## config.mk

```make
export PLATFORM = sky130hd
export DESIGN_NAME = ostb_ram
export DESIGN_NICKNAME = d
export VERILOG_FILES = /design/src/rtl/ostb_ram.sv
export SDC_FILE = /design/constraint.sdc
export NUM_CORES = 1
export LEC_CHECK = 0
export BUFFER_PORTS_ARGS = -buffer_cell sky130_fd_sc_hd__buf_2
export CORE_UTILIZATION = 56
export CTS_BUF_LIST = sky130_fd_sc_hd__clkbuf_2 sky130_fd_sc_hd__clkbuf_4 sky130_fd_sc_hd__clkbuf_8
export CTS_CLUSTER_SIZE = 12
export DETAILED_ROUTE_END_ITERATION = 10
export GPL_TIMING_DRIVEN = 0
export HOLD_SLACK_MARGIN = 0.06
export PLACE_DENSITY = 0.8
export SYNTH_ARGS = -nofsm -noshare
export SYNTH_HDL_FRONTEND = slang
export SYNTH_SLANG_ARGS = --single-unit
```

## constraint.sdc

```tcl
create_clock -name clk -period 3.45 [get_ports clk]
set_input_delay 0.69 -clock clk [delete_from_list [all_inputs] [get_ports clk]]
set_output_delay 0.69 -clock clk [all_outputs]
set_load 0.03 [all_outputs]
```

## src/rtl/ostb_ram.sv

```systemverilog
`default_nettype none

module ostb_ram #(
    parameter  int WIDTH = 32,
    parameter  int DEPTH = 8,
    localparam int AW    = (DEPTH > 1) ? $clog2(DEPTH) : 1
) (
    input  wire logic                 clk,
    input  wire logic                 we,
    input  wire logic [AW-1:0]        waddr,
    input  wire logic [WIDTH-1:0]     wdata,
    input  wire logic                 re,
    input  wire logic [AW-1:0]        raddr,
    output      logic [WIDTH-1:0]     rdata
);
    logic [WIDTH-1:0] mem_reg [DEPTH];
    logic [WIDTH-1:0] rdata_reg;

    always_ff @(posedge clk)
    begin
        if (we)
        begin
            mem_reg[waddr] <= wdata;
        end
        if (re)
        begin
            rdata_reg <= mem_reg[raddr];
        end
    end

    assign rdata = rdata_reg;

endmodule

`default_nettype wire

```

==> impl_metrics.csv <==
group,metric,value,unit
power_and_ir_drop,leakagePower,4.22,nW
power_and_ir_drop,power.density,561,nW/um^2
clocking,post_cts_resized,0,
placed_design,hpwl,12400,um
setup_path,path_depth,5,
die,rows,50,
setup_path,slowest_stage,"nor3_4",
job,max_cap_violations,0,
final_layout,finalNetCount,582,
drt,drt_iter0_drc,303,
final_layout,largest_reg_flops,256,
hold_path,hp-class,"in2reg",
final_layout,final_common_cell,"edfxtp_1",
setup_path,crit_end,"mem_reg[0][3]",
setup_path,crit_fanout,14,
timing,fmax,501,MHz
timing,setup_viol,0,
die,die_area,19800,sq um
setup_path,critPathArrivalTime,2240,ps
power_and_ir_drop,p_int,0.00550,W
setup_path,critPathKind,"in2reg",
clocking,clock-sinks,288,
timing,finalHoldViolations,0,
setup_path,critPathLaunch,"waddr[2]",
clocking,holdBufCountCts,0,
setup_path,crit_chain,"buf_2 -> nand2b_1 -> nor3_4 -> buf_16 -> buf_8",
final_layout,fill_cells,1139,
final_layout,regArea,8650,sq um
logic_synthesis,netlist_area,10800,sq um
logic_synthesis,synth_cells,415,
setup_path,cp_top_family,"simple AND/OR/NAND/NOR gates",
die,die_y,141,um
clocking,post_cts_buffers,0,
setup_path,r2r_end,"rdata[17]",
clocking,cts_made_buffers,43,
timing,worst_slack,1450,ps
clocking,cts.clk_slew.worst_paths,60,ps
logic_synthesis,synth-simple-area-share,0.00545,
logic_synthesis,netlist-cell-type-count,12,
die,core-area,18800,sq um
logic_synthesis,synth_warnings,0,
timing,relSlewSlack,0.368,
logic_synthesis,syn_avg_cell_area,26.0,sq um
logic_synthesis,synth_fp_nets,456,
logic_synthesis,synth_xor_area_frac,0,
timing,fin_crit,2000,ps
drt,wl_per_cell,25.3,um
timing,report.final.slew_viol_count,0,
setup_path,endpoint_kind,"register",
global_routing,grt_pass1_vias,5132,
setup_path,cp_num_buf_inv,3,
power_and_ir_drop,seqPwrFrac,0.576,
final_layout,area_growth,15.7,%
setup_path,required,3700,ps
die,start_util,0.575,
timing,fin_crit_sh,0.579,
power_and_ir_drop,p_total,0.00700,W
final_layout,layout_common_cells,"288 x edfxtp_1, 75 x buf_2, 45 x clkbuf_8",
clocking,insertion_delay,540,ps
final_layout,multiInputGateArea,2070,sq um
setup_path,r2r_setup_slack,1990,ps
clocking,htree_levels,2,
timing,finalHoldWorstSlack,406,ps
timing,tightest_slew,948,ps
drt,first_pass_iters,4,
global_routing,grt_max_degree,33,
global_routing,grt_pass1_wl,30500,um
placed_design,dpl_worst_slack,878,ps
drt,drt-total-wl,20400,um
global_routing,grt_use_total,0.220,
clocking,cts_root_buf,"clkbuf_8",
clocking,clockBufferDepth,3,
setup_path,rr_worst_depth,2,
clocking,cts_tree,"built",
power_and_ir_drop,power_frac_clock,0.361,
global_routing,grt_overflow,0,
power_and_ir_drop,power.share.switching,0.214,
setup_path,worst_path_largest_cell_delay,710,ps
timing,rsz0062_at_grt,"false",
drt,vias,4811,
logic_synthesis,synthMuxAreaShare,0.181,
logic_synthesis,synth-seq-cells,288,
logic_synthesis,synth_top_family_by_area,"multiplexers",
power_and_ir_drop,pwr-share-comb,0.062,
final_layout,layout.cells.non_filler,806,
placed_design,io_buffers,69,
drt,ant_nets,0,
final_layout,final_layout_size_suffix_gt1_frac,0.384,
global_routing,grt_antenna_before_repair,2,
die,io_pins,73,
status,outcome,"complete, no violations",
setup_path,cp-start-kind,"primary input",
logic_synthesis,synth-compound-area-share,0,
setup_path,r2r_start,"mem_reg[1][17]",
placed_design,dp.cells,730,
power_and_ir_drop,p_switching,0.00150,W
drt,drc,0,
timing,finalClockSkew,11.9,ps
die,die_x,141,um
power_and_ir_drop,vdd_drop_max,316,uV
logic_synthesis,synth_fa_ha_area_frac,0,
placed_design,place_congestion,0.710,
drt,viasPerCell,5.97,
logic_synthesis,synth_seq_area_share,0.802,
routing by layer:
layer	up-vias	share of wire	GRT usage	wire length, um
li1	2084	-	-	-
met2	164	0.53	0.386	10800
met4	2	0.029	0.0870	588
met5	-	0.00064	0	13
met1	2511	0.39	0.266	7870
met3	50	0.055	0.0513	1130
synthesized netlist by cell type:
| master | count | area, sq um |
|---|---|---|
| clkbuf_1 | 1 | 3.75 |
| nand2b_1 | 3 | 18.8 |
| mux4_2 | 24 | 541 |
| buf_1 | 4 | 15.0 |
| nand2_1 | 2 | 7.51 |
| nor2_1 | 6 | 22.5 |
| buf_6 | 7 | 78.8 |
| mux4_1 | 40 | 1050 |
| nor3_1 | 2 | 10.0 |
| edfxtp_1 | 288 | 8650 |
| buf_2 | 6 | 30.0 |
| mux2_2 | 32 | 360 |
power by group through the flow:
| stage | Sequential, W | Clock (W) | Combinational, W |
|---|---|---|---|
| after floorplan | 0.00416 | 0 | 0.000200 |
| after global placement | 0.00410 | 0 | 0.000403 |
| after detailed placement | 0.00411 | 0 | 0.000441 |
| after CTS | 0.00403 | 0.00258 | 0.000443 |
| after global routing | 0.00404 | 0.00272 | 0.000464 |
| final | 0.00403 | 0.00253 | 0.000436 |
final cells by class:
type,count,share of cell area
Multi-Input combinational cell,109,0.166
Antenna cell,1,0.000201
Clock buffer,56,0.0562
Tap cell,234,0.0235
Buffer,18,0.0102
Sequential cell,288,0.693
Clock inverter,19,0.00622
Timing Repair Buffer,81,0.0446
worst register-to-register path, stage by stage (launching register included):
cell	delay (ps)
edfxtp_1	380
mux4_1	540
mux2_2	290
metrics by stage:
stage / area (sq um) / util / setup TNS, ps
final: 12500 / 0.665 / 0
after global routing: 12500 / 0.665 / 0
after CTS: 12500 / 0.665 / 0
after detailed placement: 11700 / 0.623 / 0
after global placement: 11400 / 0.609 / -209030
after floorplan: 10800 / - / 0
how the worst min path moves through the flow:
stage	startpoint	endpoint	slack [ps]	depth (start not counted)
floorplan	mem_reg[7][11]	rdata[11]	720	2
global placement	mem_reg[5][6]	rdata[6]	720	2
detailed placement	mem_reg[2][14]	rdata[14]	740	2
CTS	wdata[15]	mem_reg[3][15]	370	1
global route	wdata[29]	mem_reg[6][29]	400	1
finish	wdata[15]	mem_reg[3][15]	410	1
logic make-up (layout without fill, tap and decap cells):
logic type / count (synthesis) / in the layout
DFF: 288 / 288
muxes: 96 / 96
buffers and inverters: 18 / 174
and+or+nand+nor: 13 / 13
other: 0 / 1
Power figures use the tool's default switching activity.
